<file path="config.mk">
export PLATFORM = sky130hd
export DESIGN_NAME = plpm_cell
export DESIGN_NICKNAME = d
export VERILOG_FILES = /design/src/rtl/core/plpm_pkg.sv /design/src/rtl/core/plpm_cell.sv
export SDC_FILE = /design/constraint.sdc
export NUM_CORES = 1
export LEC_CHECK = 0
export ABC_AREA = 0
export BUFFER_PORTS_ARGS = -buffer_cell sky130_fd_sc_hd__buf_2
export CAP_MARGIN = 15
export CORE_AREA = 8 8 93 179
export DETAILED_ROUTE_END_ITERATION = 6
export DIE_AREA = 0 0 101 187
export PLACE_DENSITY = 0.77
export SLEW_MARGIN = 20
export SYNTH_ARGS = -nofsm -noshare
export SYNTH_HDL_FRONTEND = slang
export SYNTH_SLANG_ARGS = --single-unit
export TNS_END_PERCENT = 30
</file>
<file path="constraint.sdc">
create_clock -name clk -period 7.3 [get_ports clk]
set_input_delay 1.46 -clock clk [delete_from_list [all_inputs] [get_ports clk]]
set_output_delay 1.46 -clock clk [all_outputs]
set_load 0.01 [all_outputs]
</file>
<file path="src/rtl/core/plpm_pkg.sv">
// ----------------------------------------------------------------------------
// Piecewise linear pixel map package
// Shared sizes, codes and the item record that moves down the scan pipeline.
// ----------------------------------------------------------------------------
package plpm_pkg;

  localparam int MAX_POINTS = 256;
  localparam int IN_BITS    = 16;
  localparam int OUT_BITS   = 8;
  localparam int IDX_W      = $clog2(MAX_POINTS);
  localparam int CNT_W      = 9;
  localparam int NUM_W      = IN_BITS + OUT_BITS + 1;

  // Item kinds carried on the input tuser.
  localparam logic ACT_LOAD = 1'b0;
  localparam logic ACT_MAP  = 1'b1;

  // One item on its way through the breakpoint cells.
  typedef struct packed {
    logic                valid;
    logic                is_map;
    logic                last;
    logic [IDX_W-1:0]    idx;
    logic [IN_BITS-1:0]  pt_x;
    logic [OUT_BITS-1:0] pt_y;
    logic [IN_BITS-1:0]  pixel;
    logic                below;
    logic                pend;
    logic [IN_BITS-1:0]  x0;
    logic [OUT_BITS-1:0] y0;
    logic [IN_BITS-1:0]  x1;
    logic [OUT_BITS-1:0] y1;
    logic [OUT_BITS-1:0] yf;
  } scan_item_t;

endpackage

</file>
<file path="src/rtl/core/plpm_cell.sv">
// ----------------------------------------------------------------------------
// Breakpoint cell
// Holds one breakpoint, takes load items addressed to it and updates the
// segment found so far for map items, one pipeline stage per cell.
// ----------------------------------------------------------------------------
module plpm_cell (
  input  logic                                clk,
  input  logic                                rst,
  input  logic                                en,
  input  logic [plpm_pkg::IDX_W-1:0]          cell_idx,
  input  logic [plpm_pkg::CNT_W-1:0]          n_eff,
  input  plpm_pkg::scan_item_t                in_item,
  output plpm_pkg::scan_item_t                out_item
);
  import plpm_pkg::*;

  logic [IN_BITS-1:0]  ex;
  logic [OUT_BITS-1:0] ey;
  scan_item_t          upd;
  logic                active;

  // Breakpoint storage, written by a load item that names this cell.
  always_ff @(posedge clk) begin
    if (en && in_item.valid && !in_item.is_map && in_item.idx == cell_idx) begin
      ex <= in_item.pt_x;
      ey <= in_item.pt_y;
    end
  end

  // Track the last breakpoint at or below the pixel and the one after it.
  always_comb begin
    upd    = in_item;
    active = in_item.valid && in_item.is_map && ({1'b0, cell_idx} < n_eff);
    if (active) begin
      if (cell_idx == '0) begin
        upd.below = (in_item.pixel < ex);
        upd.yf    = ey;
        upd.x0    = ex;
        upd.y0    = ey;
        upd.pend  = 1'b1;
      end else if (ex <= in_item.pixel) begin
        upd.x0   = ex;
        upd.y0   = ey;
        upd.pend = 1'b1;
      end else if (in_item.pend) begin
        upd.x1   = ex;
        upd.y1   = ey;
        upd.pend = 1'b0;
      end
    end
  end

  // Stage register: valid is control, the rest is payload.
  always_ff @(posedge clk) begin
    if (rst) begin
      out_item.valid <= 1'b0;
    end else if (en) begin
      out_item.valid <= in_item.valid;
    end
  end

  always_ff @(posedge clk) begin
    if (en) begin
      out_item.is_map <= upd.is_map;
      out_item.last   <= upd.last;
      out_item.idx    <= upd.idx;
      out_item.pt_x   <= upd.pt_x;
      out_item.pt_y   <= upd.pt_y;
      out_item.pixel  <= upd.pixel;
      out_item.below  <= upd.below;
      out_item.pend   <= upd.pend;
      out_item.x0     <= upd.x0;
      out_item.y0     <= upd.y0;
      out_item.x1     <= upd.x1;
      out_item.y1     <= upd.y1;
      out_item.yf     <= upd.yf;
    end
  end

endmodule

</file>
### Word level (Yosys, flattened, before mapping)

Cells that the tools add are included.

| storage, ports and cells | value |
|---|---|
| output and inout port bits | 109 |
| bits of input ports | 129 |
| bits in registers | 133 |
| word-level logic and storage cells | 36 |

| cells by class | value |
|---|---|
| reductions and logical operators | 7 |
| equality and inequality tests | 1 |
| mux-type cells | 9 |
| magnitude comparators | 3 |

Operators by type and width:

| cell | count |
|---|---|
| two-way mux 24 bit | 4 |
| two-way mux 58 bit | 1 |
| two-way mux 25 bit | 1 |
| <= comparator 16 bit | 1 |
| less-than comparator 16 bit | 1 |
| less-than comparator 8 x 9 -> 1 bit | 1 |
| == test 8 bit | 1 |
| zero test 8 bit | 1 |
| two-way mux 8 bit | 1 |
| logical AND 1 bit | 5 |
| two-way mux 1 bit | 2 |
| zero test 1 bit | 1 |

### Depth between registers and ports, before layout

| logic depth | value |
|---|---|
| word-level depth | 4 |
| mapped depth | 10 |
| depth with buffers taken out | 8 |

### Least setup slack after synthesis

No wires, ideal clock.

| path | value |
|---|---|
| kind | input to register |
| start point | input cell_idx[6] in the netlist's numbering |
| end point | register ex[0], enable pin |
| buffers on the path | 0 |
| required time | 6.834 ns |
| library setup time | 0.466 ns |
| stages | 4 |
| arrival | 4.381 ns |
| path slack | 2.452 ns |
| cell sequence | xor2_1 -> nor4_1 -> nand4_1 -> nor4_1 |

| between the ends | value |
|---|---|
| longest elaborated chain between the ends | 2 |

Ends and longest elaborated chain:

| what | RTL line | text |
|---|---|---|
| start: declaration | plpm_cell.sv:10 | `input logic [plpm_pkg::IDX_W-1:0] cell_idx,` |
| == test 8 bit | plpm_cell.sv:24 | `if (en && in_item.valid && !in_item.is_map && in_item.idx == cell_idx) begin` |
| logical AND 1 bit | plpm_cell.sv:24 |  |
| end signal: assignment | plpm_cell.sv:25 | `ex <= in_item.pt_x;` |
| end: declaration | plpm_cell.sv:17 | `logic [IN_BITS-1:0] ex;` |

No other way between the ends.
A chain may end at the register's enable or synchronous reset.

==> results.md <==
- The type of the setup path with the least slack is input pin to flip-flop.
- For the finished layout, the period the worst path requires is between 4 and 5 ns.
- The worst setup path is launched from an input pin.
- The overall via count from detail_route is 4,270.
- The number of warnings printed during yosys synthesis is 0.
- The CTS sink count is 133.
- The data required time at the worst endpoint is 7.46 ns.
- The placed instances occupy a cell area of 0.00733 sq mm.
- The setup slack of the most critical reg-to-reg path is 4.01 ns.
- The filler cells instantiated in the layout total ~1,200.
- The transition at the pin with the smallest max-transition slack is 0.894 ns.
- The fraction of layout cells with a size suffix above 1 is 0.486.
- The count of antenna-violating nets left after detailed routing is 0.
- The post-synthesis to final-layout area growth is 34.8%.
- The longest individual stage delay on the worst path is 0.84 ns.
- The critical path arrival is 4.23 ns.
- After the last flow step, the layout net total stands at 788.
- Grouping stages by cell kind, the critical path spends the most delay in compound AO/OA/AOI/OAI gates.
- The critical path goes through buf_2 -> ha_1 -> a21oi_1 -> nor2b_1 -> o21ai_0 -> a32o_1 -> nand2_1 -> mux2_2.
- The run finished with clean final reports.
- For this design, the slowest cell found on the critical path is sky130_fd_sc_hd__a32o_1.
- The startpoint identified for the worst register-to-register timing path is ex[15].
- CTS built an H-tree with a depth of 4.
- For this run, the top clock speed supported by timing is 0.246 GHz.
- The die footprint is 0.0189 sq mm.
- The initial core utilization is 0.415.
- Buffers placed on the I/O ports in this run total 237.
- The overall die width is 101 um.
- The worst setup slack before clock tree synthesis is about 2.8 ns.
- The leakage power total is ~3.4 nW.
- The netlist area before placement is a little under 0.006 sq mm.
- Detailed placement ended at an HPWL of 13,400 um.
- The number of cells on the worst reg-to-reg path is 8.
- The first element of the critical path is cell_idx[4].
- The remaining global-route overflow is 0.
- Setup violations remaining at the end of the flow were counted as 0.
- Dividing the detail-routed via count by the number of cells gives 5.07.
- Pin placement for this block handled 238 I/O pins.
- The longest clock path from root to sink contains 2 buffers.
- The number of different library cells in the post-synthesis netlist is 39.
- The library cell used most frequently in the layout, excluding fill and tap cells, is sky130_fd_sc_hd__buf_2.
- On the final layout, the worst clock skew is 0.00585 ns.
- The number of enable flip-flop cells after synthesis is 132.
- A synthesized cell averages ~15 sq um.
- The number of slew-limit violations in the final report is 0.
- When the netlist entered floorplanning its net count stood at 541.
- The share of the clock period used by the worst path after layout is 0.558.
- TritonCTS built the clock tree.
- The number of gates resized after CTS was 0.
- In the routed design, unresolved DRC markers number 0.
- In the post-route analysis, the smallest setup slack over all paths is 3.23 ns.
- The later pin in the worst-skew pair is clocked with a latency of 0.41 ns.
- The first routing iteration left 192 violations.
- The library cells used most frequently in the layout, excluding fill and tap cells, are 236 x sky130_fd_sc_hd__buf_2, 132 x sky130_fd_sc_hd__edfxtp_1, 50 x sky130_fd_sc_hd__inv_1.
- The total wirelength of the detailed-routed design is between 15,000 and 20,000 um.
- The total clock buffers created by CTS is 17.
- The power per standard cell area is 255 mW/mm^2.
- From bottom edge to top edge, the die measures 187 um.
- Entering global routing, the biggest net connects 69 pins.
- The hold path startpoint is out_item[108].
- The hold buffer count at cts is 0.
- In this run the worst hold path is classified as flip-flop to flip-flop.
- The number of instances in the synthesized netlist is just under 400.
- At the end of routability-driven placement, the weighted congestion stood at 0.855.
- The max-cap violation count is 0.
- The tree is rooted in a sky130_fd_sc_hd__clkbuf_16.
- The average wire per standard cell is 20.6 um.
- The total setup buffers inserted after CTS is 0.
- The initial antenna violation count came to 4.
- In this run the standard cell core region covers 0.0143 sq mm.
- The prevailing post-synth register cell is sky130_fd_sc_hd__edfxtp_1.
- Counting buffers and inverters, the worst setup path is 8 cells deep.
- The combined global-route utilization of all metal layers is 0.187.
- Synthesis inferred 133 register bits.
- The endpoint of the worst-slack reg-to-reg timing path is out_item[10].
- Setup repair after global routing left no endpoint under its margin.
- The maximum resistive drop on vdd is 164 uV.
- The sum of buffers and inverters on the critical path is 1.
- The worst-path maximum fanout is 25.
- The via count of the first global-routing pass is 4,686.
- The final instance area is approximately 0.008 sq mm.
- The first detailed-routing pass took 5 iterations.
- The normalized max-slew margin is 0.404.
- The worst-case hold slack is 0.494 ns.
- The clock transition at the registers of the reported paths is 0.06 ns.
- Counting flops with an async set or reset pin after synthesis yields a share of 0.
- The number of cell rows is a little over 60.
- The first global-routing pass estimated 25,800 um of wire.
- The share of the Yosys chip area taken by registers is 0.673.
- The critical path endpoint category is a flip-flop.
- In the final timing run, aggregate negative setup slack is 0 ns.
- The final number of hold-violating endpoints was 0.
- The timing endpoint of the critical path is out_item[7].
[area by class of cell]
class / count / area, sq um / share of cell area
sequential: 133 / 3980 / 0.499
multi-input combinational: 191 / 1700 / 0.212
timing repair buffer: 243 / 1230 / 0.155
clock buffer: 18 / 429 / 0.0538
tap: 192 / 240 / 0.0301
clock inverter: 13 / 206 / 0.0259
inverter: 50 / 188 / 0.0235
antenna: 2 / 5.00 / 0.000627
[flip-flops by register name, indices dropped and copies added (netlist names)]
register and count:
ey 8, ex 16, out_item 109
[routing by layer]
layer	vias to the layer above	global-route usage	wire length, um
met5	-	0	16
met4	4	0.101	639
met3	41	0.0556	1240
met2	191	0.351	9930
met1	2044	0.169	5560
li1	1990	-	-
[metrics by stage]
step / power [W] / utilization / std cells
after floorplan: 0.00102 / - / 389
after global placement: 0.00114 / 0.514 / 809
after detailed placement: 0.00115 / 0.514 / 809
after CTS: 0.00206 / 0.558 / 840
after global routing: 0.00211 / 0.559 / 842
final: 0.00204 / 0.559 / 842
[cell families after synthesis]
group,count (synthesis),synth area share
flops,133,0.673
compound gates,71,0.0940
buf+inv,65,0.0442
simple gates,56,0.0533
mux,33,0.0752
fa+ha+maj,23,0.0486
xor+xnor,8,0.0118
[how the worst min path moves through the flow]
stage	end	slack (ns)	cells after the start
after floorplan	out_item[108]	0.49	2
after global placement	out_item[108]	0.45	2
after detailed placement	out_item[108]	0.48	2
after CTS	out_item[108]	0.49	2
after global routing	out_item[108]	0.52	2
final	out_item[108]	0.49	2
[worst min-delay path: cells and delay by family, from the launching register on]
kind            cells  cell delay [ns]
simple gates        1             0.07
compound gates      1             0.07
flops               1             0.31
[cell usage after synthesis, types with 3 or more instances]
cell type                  instances  area share
sky130_fd_sc_hd__inv_1            50       0.032
sky130_fd_sc_hd__edfxtp_1        132        0.67
sky130_fd_sc_hd__nand2_1          29       0.018
sky130_fd_sc_hd__xor2_1            5      0.0074
sky130_fd_sc_hd__o211ai_1         24       0.030
sky130_fd_sc_hd__o21ai_0           5      0.0042
sky130_fd_sc_hd__nor2_1            3      0.0019
sky130_fd_sc_hd__mux2_2           12       0.023
sky130_fd_sc_hd__clkbuf_1         11      0.0070
sky130_fd_sc_hd__o311ai_0         24       0.036
sky130_fd_sc_hd__a21oi_1          10      0.0085
sky130_fd_sc_hd__mux2_4           20       0.051
sky130_fd_sc_hd__nand4_1           3      0.0032
sky130_fd_sc_hd__ha_1             23       0.049
sky130_fd_sc_hd__xnor2_1           3      0.0044
[where the power goes]
| group | switching [W] | internal, W |
|---|---|---|
| Combinational | 0.000125 | 0.0000952 |
| Clock | 0.000307 | 0.000603 |
| Sequential | 0.0000120 | 0.000897 |
No activity file was read; power rests on OpenSTA's default activity.
