==> config.mk <==
export PLATFORM = sky130hd
export DESIGN_NAME = plpm_interp
export DESIGN_NICKNAME = d
export VERILOG_FILES = /design/src/rtl/core/plpm_pkg.sv /design/src/rtl/core/plpm_interp.sv
export SDC_FILE = /design/constraint.sdc
export NUM_CORES = 1
export LEC_CHECK = 0
export BUFFER_PORTS_ARGS = -buffer_cell sky130_fd_sc_hd__buf_2
export CAP_MARGIN = 20
export CORE_ASPECT_RATIO = 2
export CORE_MARGIN = 2
export CORE_UTILIZATION = 28
export CTS_BUF_LIST = sky130_fd_sc_hd__clkbuf_8
export DETAILED_ROUTE_END_ITERATION = 6
export GPL_ROUTABILITY_DRIVEN = 0
export PLACE_DENSITY = 0.45
export SETUP_SLACK_MARGIN = 0.05
export SYNTH_ARGS = -nofsm -noshare
export SYNTH_HDL_FRONTEND = slang
export SYNTH_SLANG_ARGS = --single-unit
==> constraint.sdc <==
create_clock -name clk -period 7.24 [get_ports clk]
set_input_delay 0.724 -clock clk [delete_from_list [all_inputs] [get_ports clk]]
set_output_delay 0.724 -clock clk [all_outputs]
set_load 0.02 [all_outputs]
==> src/rtl/core/plpm_pkg.sv <==
// ----------------------------------------------------------------------------
// Piecewise linear pixel map package
// Shared sizes, codes and the item record that moves down the scan pipeline.
// ----------------------------------------------------------------------------
package plpm_pkg;

  localparam int MAX_POINTS = 256;
  localparam int IN_BITS    = 16;
  localparam int OUT_BITS   = 8;
  localparam int IDX_W      = $clog2(MAX_POINTS);
  localparam int CNT_W      = 9;
  localparam int NUM_W      = IN_BITS + OUT_BITS + 1;

  // Item kinds carried on the input tuser.
  localparam logic ACT_LOAD = 1'b0;
  localparam logic ACT_MAP  = 1'b1;

  // One item on its way through the breakpoint cells.
  typedef struct packed {
    logic                valid;
    logic                is_map;
    logic                last;
    logic [IDX_W-1:0]    idx;
    logic [IN_BITS-1:0]  pt_x;
    logic [OUT_BITS-1:0] pt_y;
    logic [IN_BITS-1:0]  pixel;
    logic                below;
    logic                pend;
    logic [IN_BITS-1:0]  x0;
    logic [OUT_BITS-1:0] y0;
    logic [IN_BITS-1:0]  x1;
    logic [OUT_BITS-1:0] y1;
    logic [OUT_BITS-1:0] yf;
  } scan_item_t;

endpackage

==> src/rtl/core/plpm_interp.sv <==
// ----------------------------------------------------------------------------
// Segment interpolator
// Weights the two ordinates of the found segment and divides by its width
// with a pipelined restoring divider, one quotient bit per stage.
// ----------------------------------------------------------------------------
module plpm_interp (
  input  logic                          clk,
  input  logic                          rst,
  input  logic                          en,
  input  plpm_pkg::scan_item_t          item,
  output logic                          res_valid,
  output logic [plpm_pkg::OUT_BITS-1:0] res_value,
  output logic                          res_last
);
  import plpm_pkg::*;

  typedef struct packed {
    logic                valid;
    logic                last;
    logic                byp;
    logic [OUT_BITS-1:0] bval;
    logic [IN_BITS-1:0]  den;
    logic [NUM_W-1:0]    rem;
    logic [OUT_BITS-1:0] q;
  } div_t;

  logic                        a_valid, a_last, a_byp;
  logic [OUT_BITS-1:0]         a_bval;
  logic [IN_BITS-1:0]          a_den;
  logic [IN_BITS+OUT_BITS-1:0] a_p1, a_p0;
  logic                        b_valid, b_last, b_byp;
  logic [OUT_BITS-1:0]         b_bval;
  logic [IN_BITS-1:0]          b_den;
  logic [NUM_W-1:0]            b_num;
  logic [IN_BITS-1:0]          d_lo, d_hi;
  div_t                        dv_in [OUT_BITS];
  div_t                        dv_q  [OUT_BITS];

  assign d_lo = item.pixel - item.x0;
  assign d_hi = item.x1 - item.pixel;

  // Stage A: both weighted products and the bypass decision.
  always_ff @(posedge clk) begin
    if (rst) begin
      a_valid <= 1'b0;
    end else if (en) begin
      a_valid <= item.valid;
    end
  end

  always_ff @(posedge clk) begin
    if (en) begin
      a_last <= item.last;
      a_byp  <= item.below || item.pend || (item.pixel == item.x0) || (item.x1 <= item.x0);
      a_bval <= item.below ? item.yf : item.y0;
      a_den  <= item.x1 - item.x0;
      a_p1   <= (IN_BITS+OUT_BITS)'(d_lo) * (IN_BITS+OUT_BITS)'(item.y1);
      a_p0   <= (IN_BITS+OUT_BITS)'(d_hi) * (IN_BITS+OUT_BITS)'(item.y0);
    end
  end

  // Stage B: sum of the products.
  always_ff @(posedge clk) begin
    if (rst) begin
      b_valid <= 1'b0;
    end else if (en) begin
      b_valid <= a_valid;
    end
  end

  always_ff @(posedge clk) begin
    if (en) begin
      b_last <= a_last;
      b_byp  <= a_byp;
      b_bval <= a_bval;
      b_den  <= a_den;
      b_num  <= NUM_W'(a_p1) + NUM_W'(a_p0);
    end
  end

  always_comb begin
    dv_in[0]       = '0;
    dv_in[0].valid = b_valid;
    dv_in[0].last  = b_last;
    dv_in[0].byp   = b_byp;
    dv_in[0].bval  = b_bval;
    dv_in[0].den   = b_den;
    dv_in[0].rem   = b_num;
  end

  // Divider stages, most significant quotient bit first.
  for (genvar s = 0; s < OUT_BITS; s++) begin : g_div
    localparam int BIT = OUT_BITS - 1 - s;
    logic [NUM_W-1:0] trial;
    div_t             nxt;

    if (s > 0) begin : g_link
      assign dv_in[s] = dv_q[s-1];
    end

    assign trial = NUM_W'(dv_in[s].den) << BIT;

    always_comb begin
      nxt = dv_in[s];
      if (dv_in[s].rem >= trial) begin
        nxt.rem    = dv_in[s].rem - trial;
        nxt.q[BIT] = 1'b1;
      end
    end

    always_ff @(posedge clk) begin
      if (rst) begin
        dv_q[s].valid <= 1'b0;
      end else if (en) begin
        dv_q[s].valid <= nxt.valid;
      end
    end

    always_ff @(posedge clk) begin
      if (en) begin
        dv_q[s].last <= nxt.last;
        dv_q[s].byp  <= nxt.byp;
        dv_q[s].bval <= nxt.bval;
        dv_q[s].den  <= nxt.den;
        dv_q[s].rem  <= nxt.rem;
        dv_q[s].q    <= nxt.q;
      end
    end
  end

  // The last divider stage is the output register.
  assign res_valid = dv_q[OUT_BITS-1].valid;
  assign res_last  = dv_q[OUT_BITS-1].last;
  assign res_value = dv_q[OUT_BITS-1].byp ? dv_q[OUT_BITS-1].bval : dv_q[OUT_BITS-1].q;

endmodule

# Word level (Yosys, flattened, before mapping)
# Memory sizes are Yosys's and may differ from the RTL's.
# Cells that the tools add are included.
[word_totals]
register_bits = 127
latch_bits = 0
mem_bits_rw = 480
mem_bits_ro = 0
in_bits = 112
wordCells = 80
memories = 1
[mem_list]
columns = ["name", "words", "width", "read_ports", "rd_clocked_by_memory_dff", "wr", "line_no", "text"]
rows = [
  ["dv_q", 8, 60, 8, 0, 8, "plpm_interp.sv:37", "div_t dv_q [OUT_BITS];"],
]
[op_classes]
add_sub_neg = 12
mul = 2
div_mod_pow = 0
order_cmp = 9
eq_ne = 1
n_shift = 0
n_mux = 31
bitwise_logic = 8
n_reduce_logical = 3
[ops]
columns = ["op", "count"]
rows = [
  ["$mux 25", 7],
  ["$mul 16x8->24", 2],
  ["$sub 16x16->16", 3],
  ["$mux 26", 1],
  ["$add 24x24->25", 1],
  ["$ge 25x16->1", 1],
  ["$ge 25x17->1", 1],
  ["$ge 25x18->1", 1],
  ["$ge 25x19->1", 1],
  ["$ge 25x20->1", 1],
  ["$ge 25x21->1", 1],
  ["$ge 25x22->1", 1],
  ["$ge 25x23->1", 1],
  ["$sub 25x16->25", 1],
  ["$sub 25x17->25", 1],
  ["$sub 25x18->25", 1],
  ["$sub 25x19->25", 1],
  ["$sub 25x20->25", 1],
  ["$sub 25x21->25", 1],
  ["$sub 25x22->25", 1],
  ["$sub 25x23->25", 1],
  ["$mux 1", 21],
  ["$eq 16x16->1", 1],
  ["$le 16x16->1", 1],
  ["other kinds (3)", 13],
]

# Longest topological paths before layout
# Gate-level depths: netlist of the first run.
[depth]
word_depth = 4
mapped_depth = 27

# Least setup slack after synthesis of the first run
# Ideal clock, no wire load.
[synth_path]
kind = "input to register"
start = "input port item[16] (netlist bit)"
end = "register a_p0[23], data pin"
setup_time_ns = 0.274
arrival_time_ns = 6.625
required_time_ns = 6.966
slack_ns = 0.341
cell_stages = 24
path_cell_list = "inv_1 ha_1 fa_1 nor2b_1 o21ai_0 a21boi_0 o21a_1 o21ai_0 xnor2_1 and2_1 fa_1 fa_1 fa_1 inv_1 fa_1 inv_1 ha_1 or4_1 o21ai_2 o21ai_1 a21o_1 a2111o_1 a2111oi_0 a211oi_1"
[synth_via]
elab_chain_cells = 2
[synth_rtl]
columns = ["element", "line_no", "text"]
rows = [
  ["start: declaration", "plpm_interp.sv:10", "input plpm_pkg::scan_item_t item,"],
  ["$sub 16x16->16", "plpm_interp.sv:40", "assign d_hi = item.x1 - item.pixel;"],
  ["$mul 16x8->24", "plpm_interp.sv:58", "a_p0 <= (IN_BITS+OUT_BITS)'(d_hi) * (IN_BITS+OUT_BITS)'(item.y0);"],
  ["end signal: assignment", "plpm_interp.sv:58", ""],
  ["end: declaration", "plpm_interp.sv:30", "logic [IN_BITS+OUT_BITS-1:0] a_p1, a_p0;"],
]
# Every way passes these cells.
# A chain may end at the register's enable or synchronous reset.

# Worst setup path after layout of the first run
# Ends and elaborated chain as after synthesis.

==> results of run 1 <==
## worst max-delay path: stages
cell and delay (ns):
buf_2 0.10, inv_1 0.07, ha_1 0.19, fa_1 0.20, nor2b_1 0.06, o21ai_0 0.35, a21boi_0 0.19, o21a_1 0.22
o2111a_1 0.28, o31ai_1 0.30, xnor2_1 0.16, buf_4 0.16, and2_1 0.15, fa_1 0.43, fa_1 0.48, fa_1 0.57
inv_1 0.07, fa_1 0.55, inv_1 0.05, ha_1 0.30, a21o_1 0.18, a21o_1 0.17, a21oi_1 0.20, nand2b_1 0.07
a21o_1 0.17, a2111o_1 0.39, a2111oi_0 0.38, a211oi_1 0.09
## state kept, by name, indices dropped and copies added, names as in the netlist, 8 cells and up
| register | flops |
|---|---|
| dv_q | 411 |
| a_p1 | 24 |
| b_den | 16 |
| a_den | 16 |
| a_p0 | 24 |
| b_bval | 8 |
| b_num | 25 |
| a_bval | 8 |
## kinds of logic (layout without fill, tap and decap cells)
kind of cell	after synthesis	in the layout
simple gates	948	948
compound gates	640	640
flops	538	538
buf+inv	470	763
fa+ha+maj	465	465
xor+xnor	185	185
mux	29	29
other cells	0	2
## power by group
| group | total (mW) | leakage (nW) | switching, mW | internal [mW] |
|---|---|---|---|---|
| registers | 5.39 | 5.22 | 0.487 | 4.90 |
| logic | 12.0 | 10.9 | 6.70 | 5.31 |
| clock network | 2.43 | 0.856 | 1.22 | 1.21 |
| total | 19.8 | 17.0 | 8.41 | 11.4 |
## layout make-up
type	count	area, sq um
Multi-Input combinational cell	2267	18200
Antenna cell	2	5.00
Sequential cell	538	16100
Fill cell	13200	87300
Timing Repair Buffer	199	1330
Clock buffer	84	1160
Clock inverter	58	390
Inverter	422	1580
Tap cell	1692	2120
## routing by layer
layer  GRT usage, %  share of wire [%]  vias up
li1               -                  -    12000
met1           11.0                 30    11600
met2           30.4                 61      379
met3           1.87                2.4      190
met4           7.78                5.7        0
met5              0                  0        -
## cells in the final DEF (no fill, tap or decap), drive strengths merged, types with 77 or more instances in the layout
cell	count
ha	286
and2	180
o21ai	157
fa	179
xnor2	119
buf	198
nor3	77
inv	445
a21oi	170
clkbuf	85
edfxtp	536
nand2	203
nor2	176
## worst max path at each step
stage	start	end	slack (ns)
after CTS	item[16]	a_p0[23]	0.50
after global routing	item[16]	a_p0[23]	0.17
final	item[16]	a_p0[23]	0.44
after detailed placement	item[16]	a_p0[23]	-0.32
after global placement	item[16]	a_p0[23]	-0.30
after floorplan	item[16]	a_p0[23]	0.34
## synthesized netlist by cell type, drive strengths merged (12+ instances only)
cell type  count  area, sq um
mux2          22          251
a21o          65          488
xor2          66          578
a2111oi       14          135
clkbuf        37          139
nor4          20          131
nand2b        30          188
nand3         51          255
o21ai        157          790
o21bai        16          120
and2         180         1130
nand4         32          200
a211oi        23          183
o211ai        14          105
o31ai         24          194
a21oi        170          851
nand2        203          762
or3           22          138
ha           286         3580
o21a          45          338
nor2         176          663
inv          422         1580
xnor2        119         1040
nor3          77          397
or4           12         90.1
and3          25          156
a31oi         22          138
fa           179         3580
nor2b         75          469
o31a          13          114
edfxtp       536        16100
a21boi        13         97.6
## stage by stage
stage	setup TNS [ns]	hold slack (ns)	setup slack, ns	util (%)
final	0	0.177	0.438	31.9
after global routing	0	0.0934	0.166	31.9
after CTS	0	0.0544	0.505	31.9
after detailed placement	-0.453	0.405	-0.318	30.7
after global placement	-0.430	0.401	-0.300	30.7
after floorplan	0	0.400	0.341	-
==> run summary, run 1 <==
PostCTS Resize Cnt -> 0
RSZ-0062 raised after global routing -> no
Die Height -> 512 microns
Initial cell density of the core -> 28.2%
Global-route wire length before repair -> 141 mm
Clock Root Buffer -> clkbuf_8
FP Rows -> 186
Critical Path RT -> 7.69 ns
Final worst path period need -> 6.80 ns
Total power -> 19.8 mW
Pwr/cell area -> 484 nW/um^2
Post-synth EDFFs -> 536
Hold WC Path Type -> primary input to flop
Synth Area in Simple Gates -> 13.7%
Register area share after synthesis -> 44.6%
Setup violators final -> 0
Postcts setup bufs -> 0
VDD IR max -> 344 uV
Vias per cell -> 4.61
DR vias -> 24200
Design Area, Final -> 41000 sq um
Outcome -> complete, no violations
R2R setup slack -> 3.31 ns
WP data arrival -> 7.25 ns
CP max FO -> 4
Final hold vios -> 0
Asr flop ratio synth -> 0%
TritonCTS Sinks -> 538
RR Startpoint -> dv_q[0][93]
Htree depth -> 3
Finished Layout Cells -> 5262
Syn Inst Count -> 3275
Post-DRT Antenna Nets -> 0
Syn_area_per_cell -> 11.0 sq um
Worst Skew -> 0.0236 ns
Critical Path End Type -> flop
Vias in the first global route -> 26300
Total wire length -> 91.2 mm
Synth unique cells -> 82
Crit start category -> primary input
Max cap viols -> 0
Syn_nets -> 3852
Hold wc startpoint -> item[106]
Hold Path Depth -> 1
Placed cell area -> 39400 sq um
IO Count -> 122
#FFs+latches synth -> 538
Reg2reg end -> dv_q[0][146]
Adder-cell share of the synthesized area -> 19.8%
Hpwl dp -> 73.6 mm
Leak pwr -> 17.0 nW
Cts hold-fix bufs -> 0
Clock Tree Buf Depth -> 3
Netlist Area Pre-Place -> 36200 sq um
Die Span X -> 258 microns
Slew @ Worst Pin -> 1.11 ns
Fmax -> 147 MHz
Wirelength per Cell -> 17.3 microns
CTS buffer count -> 84
Synth warn -> 0
Number of DRC markers in iteration 0 -> 835
Multiplexer share of the synthesized area -> 0.889%
Post-Place Cells -> 5117
Final Max Slew Viols -> 0
CP Class -> primary input to flop
Worst hold endpoint -> a_last
GRT Total Usage -> 13.9%
Final cycle utilization of the critical path -> 93.9%
Final nets -> 4089
Grt total ovfl -> 0
Pin count of the biggest net entering global routing -> 183
I/O Buffers -> 88
Slew margin rel. -> 25.6%
DRC -> 0
Area grow syn2layout -> 13.3%
Dominant synthesized flop cell -> edfxtp_1
Clock latency on the worst-skew pair -> 0.73 ns
Share of cells above drive strength 1 -> 10.3%
Worst-case reg-to-reg path depth -> 11
Drt pass-1 iters -> 5
Core ar. -> 128000 sq um
Worst-path clk slew -> 0.06 ns
XOR/XNOR Fraction of Synth Area -> 4.48%
Total die area -> 132000 sq um
Synth Area in Compound Gates -> 11.5%
Initial antenna violation count -> 2
CTS tree -> done
Main combinational cell family by area after synthesis -> adder cells
Note: power is estimated with default switching activity, not from simulation.
==> run 2: changes to the inputs <==
--- a/config.mk
+++ b/config.mk
@@ -13,7 +13,8 @@
 export CTS_BUF_LIST = sky130_fd_sc_hd__clkbuf_8
 export DETAILED_ROUTE_END_ITERATION = 6
 export GPL_ROUTABILITY_DRIVEN = 0
-export PLACE_DENSITY = 0.45
+export MAX_ROUTING_LAYER = met4
+export PLACE_DENSITY = 0.43
 export SETUP_SLACK_MARGIN = 0.05
 export SYNTH_ARGS = -nofsm -noshare
 export SYNTH_HDL_FRONTEND = slang
==> constraint.sdc (replaced) <==
create_clock -name clk -period 6.29 [get_ports clk]
set_input_delay 0.629 -clock clk [delete_from_list [all_inputs] [get_ports clk]]
set_output_delay 0.629 -clock clk [all_outputs]
set_load 0.02 [all_outputs]
==> run summary, run 2 (same netlist as run 1, synthesis figures left out) <==
Slew margin rel. -> 27.5%
GRT Total Usage -> 15.1%
Largest reg by FF count -> dv_q
Total wire length -> 95.8 mm
WP data arrival -> 6.52 ns
Vias in the first global route -> 27200
Vias per cell -> 4.58
FP Rows -> 186
Total die area -> 132000 sq um
Max cap viols -> 0
Setup WS post-layout -> 0.240 ns
Pre-CTS WS -> -0.780 ns
Critical Path RT -> 6.76 ns
GR Layer Usage met2 -> 32.4%
Initial antenna violation count -> 2
Clock Root Buffer -> clkbuf_8
RSZ-0062 raised after global routing -> yes
Final nets -> 4239
CTS tree -> done
TritonCTS Sinks -> 538
Worst Skew -> 0.0457 ns
Pwr/cell area -> 579 nW/um^2
Area grow syn2layout -> 17.3%
Grt total ovfl -> 0
Biggest registers after layout -> dv_q x411, b_num x25
Die Height -> 512 microns
Most frequent cells in the layout -> edfxtp_1, inv_1, ha_1
CP max FO -> 5
Initial cell density of the core -> 28.2%
Slew @ Worst Pin -> 1.07 ns
Final hold vios -> 0
DRC -> 0
DR vias -> 24800
Placed cell area -> 40700 sq um
Final Max Slew Viols -> 0
VDD IR max -> 348 uV
Cts hold-fix bufs -> 0
Design Area, Final -> 42400 sq um
Global-route wire length before repair -> 148 mm
Number of DRC markers in iteration 0 -> 793
M1 GR Usage -> 11.4%
Wirelength per Cell -> 17.7 microns
Fmax -> 165 MHz
Pin count of the biggest net entering global routing -> 127
Met3 track demand over resource -> 1.74%
Fillers -> 13100
Outcome -> complete, no violations
GRT Max-Usage Layer -> met2
Final cycle utilization of the critical path -> 96.2%
CTS buffer count -> 83
Clock Tree Buf Depth -> 3
Die Span X -> 258 microns
Hold WC Path Type -> primary input to flop
Drt pass-1 iters -> 6
Critical Path End Type -> flop
Total power -> 24.6 mW
Setup violators final -> 0
Share of cells above drive strength 1 -> 15.2%
Hpwl dp -> 79.1 mm
Worst-path clk slew -> 0.07 ns
Htree depth -> 3
Most common cell after layout, fill and taps aside -> edfxtp_1
Crit start category -> primary input
I/O Buffers -> 88
Clock latency on the worst-skew pair -> 0.73 ns
Max reg flops -> 411
Core ar. -> 128000 sq um
IO Count -> 122
Leak pwr -> 17.9 nW
CP Class -> primary input to flop
Final worst path period need -> 6.05 ns
Post-DRT Antenna Nets -> 0
run 2: cell type report:
class | instances | area [sq um] | share of cell area (%)
Multi-Input combinational cell | 2267 | 18500 | 43.6
Sequential cell | 538 | 16100 | 38.0
Timing Repair Buffer | 350 | 2500 | 5.89
Tap cell | 1692 | 2120 | 4.99
Inverter | 422 | 1600 | 3.76
Clock buffer | 87 | 1200 | 2.82
Clock inverter | 63 | 364 | 0.859
Antenna cell | 1 | 2.50 | 0.00590
run 2: stage by stage:
stage / instances / hold slack, ns / utilization, % / TNS [ns]
floorplan: 3275 / 0.400 / - / -0.107
global placement: 5266 / 0.401 / 31.8 / -8.31
detailed placement: 5266 / 0.405 / 31.8 / -8.90
CTS: 5416 / 0.0111 / 33.0 / 0
global route: 5420 / 0.0560 / 33.1 / -0.00394
finish: 5420 / 0.117 / 33.1 / 0
run 2: where the power goes:
part | switching [mW] | internal, mW | total, mW
combinational | 8.12 | 7.41 | 15.5
sequential | 0.564 | 5.64 | 6.20
clock | 1.38 | 1.44 | 2.82
total | 10.1 | 14.5 | 24.6
run 2: worst paths after layout:
path                                     end  cells past startpoint  slack, ns          from
worst max register to register   dv_q[1][24]                      9       2.10  dv_q[0][206]
worst min-delay path                  a_last                      1       0.12     item[106]
worst min register to register  dv_q[1][173]                      0       0.41  dv_q[1][113]
worst max-delay path                a_p0[23]                     28       0.24      item[16]
run 2: metal layers:
| layer | vias up | part of all wire [%] |
|---|---|---|
| met5 | - | 0 |
| li1 | 12300 | - |
| met3 | 198 | 2.2 |
| met4 | 0 | 6.2 |
| met2 | 373 | 62 |
| met1 | 11900 | 30 |
run 2: repair_timing:
| item | CTS | global route |
|---|---|---|
| buffers inserted | 0 | 3 |
| resized for setup | 0 | 20 |
| setup endpoints to repair | 0 | 10 |
run 2: worst max-delay path, cell delays in order:
cell and delay (ns):
buf_2 0.16, inv_12 0.04, ha_4 0.15, fa_2 0.37, nor2b_2 0.13, o21ai_2 0.09
a21boi_2 0.20, o21a_1 0.18, o2111a_1 0.25, nor3_1 0.07, xnor2_1 0.13, buf_4 0.16
and2_1 0.17, fa_1 0.57, fa_1 0.44, fa_1 0.51, inv_1 0.06, fa_1 0.49
inv_2 0.05, ha_4 0.21, a21o_1 0.15, a21o_1 0.16, a21oi_2 0.13, nand2b_1 0.07
a21o_1 0.17, a2111o_1 0.42, a2111oi_4 0.30, a211oi_1 0.07
==> run 3: changes to the inputs <==
--- a/config.mk
+++ b/config.mk
@@ -5,6 +5,7 @@
 export SDC_FILE = /design/constraint.sdc
 export NUM_CORES = 1
 export LEC_CHECK = 0
+export ABC_AREA = 1
 export BUFFER_PORTS_ARGS = -buffer_cell sky130_fd_sc_hd__buf_2
 export CAP_MARGIN = 20
 export CORE_ASPECT_RATIO = 2
@@ -16,6 +17,7 @@
 export MAX_ROUTING_LAYER = met4
 export PLACE_DENSITY = 0.43
 export SETUP_SLACK_MARGIN = 0.05
+export SLEW_MARGIN = 20
 export SYNTH_ARGS = -nofsm -noshare
 export SYNTH_HDL_FRONTEND = slang
 export SYNTH_SLANG_ARGS = --single-unit
==> run summary, run 3 <==
DR vias -> 32000
Setup WS post-layout -> 0.740 ns
Post-synth EDFFs -> 536
Die Span X -> 271 microns
CP max-delay cell -> fa_1
Synth top cells by count -> nand2_1, inv_1, edfxtp_1, nor2_1, ha_1
Register area share after synthesis -> 40.3%
Post-DRT Antenna Nets -> 0
Setup violators final -> 0
Hpwl dp -> 114 mm
CP Class -> primary input to flop
Top-count cell post-synth -> nand2_1
DRC -> 0
Syn_nets -> 5426
Wirelength per Cell -> 19.1 microns
Total die area -> 146000 sq um
CTS buffer count -> 87
Hold Path Depth -> 3
Util after Layout -> 31.7%
GRT Total Usage -> 19.1%
Crit start category -> primary input
Core ar. -> 142000 sq um
Slew margin rel. -> 32.1%
Clock Root Buffer -> clkbuf_8
Final TNS setup -> 0 ns
Pre-CTS WS -> 0.0434 ns
Syn Inst Count -> 4849
Largest reg by FF count -> dv_q
WP data arrival -> 6.15 ns
Postcts setup bufs -> 0
Vias in the first global route -> 34800
Most common cell after layout, fill and taps aside -> nand2_1
Outcome -> complete, no violations
Top-area cell type share of the netlist area -> 40.2%
CP dominant cell by count -> nand2_1
Biggest registers after layout -> dv_q x411, b_num x25
Fillers -> 15300
Vias per cell -> 4.55
Initial cell density of the core -> 28.2%
Syn_area_per_cell -> 8.26 sq um
Area grow syn2layout -> 12.5%
CP max FO -> 7
Worst path bufs/invs -> 5
Global-route wire length before repair -> 200 mm
Netlist Area Pre-Place -> 40100 sq um
Pin count of the biggest net entering global routing -> 148
Leak pwr -> 21.7 nW
Pwr/cell area -> 585 nW/um^2
Clock Tree Buf Depth -> 3
Fmax -> 180 MHz
Final cycle utilization of the critical path -> 88.2%
Htree depth -> 3
Number of DRC markers in iteration 0 -> 1381
Hold WC Path Type -> primary input to flop
RSZ-0062 raised after global routing -> no
Drt pass-1 iters -> 6
Critical Path End Type -> flop
#FFs+latches synth -> 538
Critical Path Stages -> 23
Initial antenna violation count -> 2
CP top delay family -> adder cells
FP Rows -> 196
Hold_ws -> 0.129 ns
IO Count -> 122
Total power -> 26.4 mW
I/O Buffers -> 88
PostCTS Resize Cnt -> 0
Synth warn -> 0
Share of cells above drive strength 1 -> 7.30%
Critical Path RT -> 6.89 ns
Worst-case reg-to-reg path depth -> 11
Clock latency on the worst-skew pair -> 0.80 ns
Top cell type by total area after synthesis -> edfxtp_1
Dominant synthesized flop cell -> edfxtp_1
Final worst path period need -> 5.55 ns
Final Max Slew Viols -> 0
Worst-path clk slew -> 0.06 ns
Worst Skew -> 0.0660 ns
Die Height -> 539 microns
Most frequent cells in the layout -> nand2_1, inv_1, edfxtp_1
Max reg flops -> 411
Synth unique cells -> 49
TritonCTS Sinks -> 538
Final hold vios -> 0
Grt total ovfl -> 0
Asr flop ratio synth -> 0%
VDD IR max -> 248 uV
Area contributors post-synth -> edfxtp_1, nand2_1, fa_1, ha_1, inv_1
CTS tree -> done
Slew @ Worst Pin -> 1.01 ns
Final nets -> 5653
Max cap viols -> 0
Total wire length -> 135 mm
Max incr delay on CP -> 0.51 ns
Cell chain of the critical path -> buf_2 -> inv_1 -> ha_1 -> a21oi_1 -> o21ai_0 -> a21oi_1 -> nand2_1 -> nand2_1 -> nand2_1 -> nor2_1 -> fa_1 -> fa_1 -> fa_1 -> inv_1 -> fa_1 -> inv_1 -> ha_1 -> nand2_1 -> buf_4 -> o21ai_0 -> a21oi_1 -> nand2_1 -> xor2_1
run 3: cell types whose count changed after synthesis, sizes merged, moves of 59 or more:
cell | before | now
a21o | 65 | 6
and2 | 180 | 8
nand2 | 203 | 1424
nor2b | 75 | 0
inv | 422 | 878
nor2 | 176 | 534
xnor2 | 119 | 39
a21oi | 170 | 231
nand3 | 51 | 267
run 3: cell type report:
cell class | count | area [sq um] | area share [%]
multi-input cells | 3387 | 20300 | 45.1
flip-flops and latches | 538 | 16100 | 35.8
inverters | 879 | 3300 | 7.33
well taps | 1881 | 2350 | 5.22
repair buffers | 183 | 1210 | 2.69
clock buffers | 87 | 1200 | 2.66
clock inverters | 74 | 513 | 1.14
diodes | 2 | 5.00 | 0.0111
run 3: kinds of logic (layout without fill, tap and decap cells):
| group | Yosys count | after routing | share of synthesized area [%] |
|---|---|---|---|
| other | 0 | 2 | 0 |
| and+or+nand+nor | 2397 | 2397 | 24.6 |
| muxes | 8 | 8 | 0.225 |
| adders and majority gates | 465 | 465 | 17.9 |
| buffers and inverters | 924 | 1223 | 8.94 |
| xor gates and xnor gates | 127 | 127 | 2.78 |
| DFF | 538 | 538 | 40.3 |
| AOI/OAI and AO/OA | 390 | 390 | 5.30 |
run 3: per-layer routing:
metal  routed length [microns]  part of all wire (%)  vias up  global-route usage (%)
li1                          -                     -    16000                       -
met1                     34700                    26    14800                    12.3
met2                     80800                    60      711                    39.8
met3                      3110                   2.3      460                    2.11
met4                     16000                    12        0                    18.7
met5                         0                     0        -                       -
run 3: through the flow:
stage               cell area (sq um)  std cells
detailed placement              43300       6866
CTS                             45000       7028
finish                          45100       7031
floorplan                       40100       4849
global placement                43300       6866
global route                    45100       7031
run 3: what timing repair did:
| action | in CTS | in global routing |
|---|---|---|
| hold buffers | 1 | 0 |
| endpoints found under the hold margin | 1 | 0 |
| endpoints found under the setup margin | 0 | 0 |
run 3: tightest hold or removal path, delay by kind of cell:
family                 cells  cell delay, ns
buffers and inverters      1            0.08
AND/OR/NAND/NOR            1            0.06
AO/OA/AOI/OAI              1            0.06
run 3: final timing paths:
path	start	endpoint	slack (ns)
max reg2reg	dv_q[0][43]	dv_q[0][83]	2.42
max	item[46]	a_p1[17]	0.74
min	item[108]	a_valid	0.13
min reg2reg	dv_q[1][118]	dv_q[1][178]	0.38
run 3: power by group:
part           switching, mW  total (mW)  internal (mW)
registers              0.700        6.33           5.63
logic                   10.9        16.9           6.04
clock network           1.58        3.08           1.50
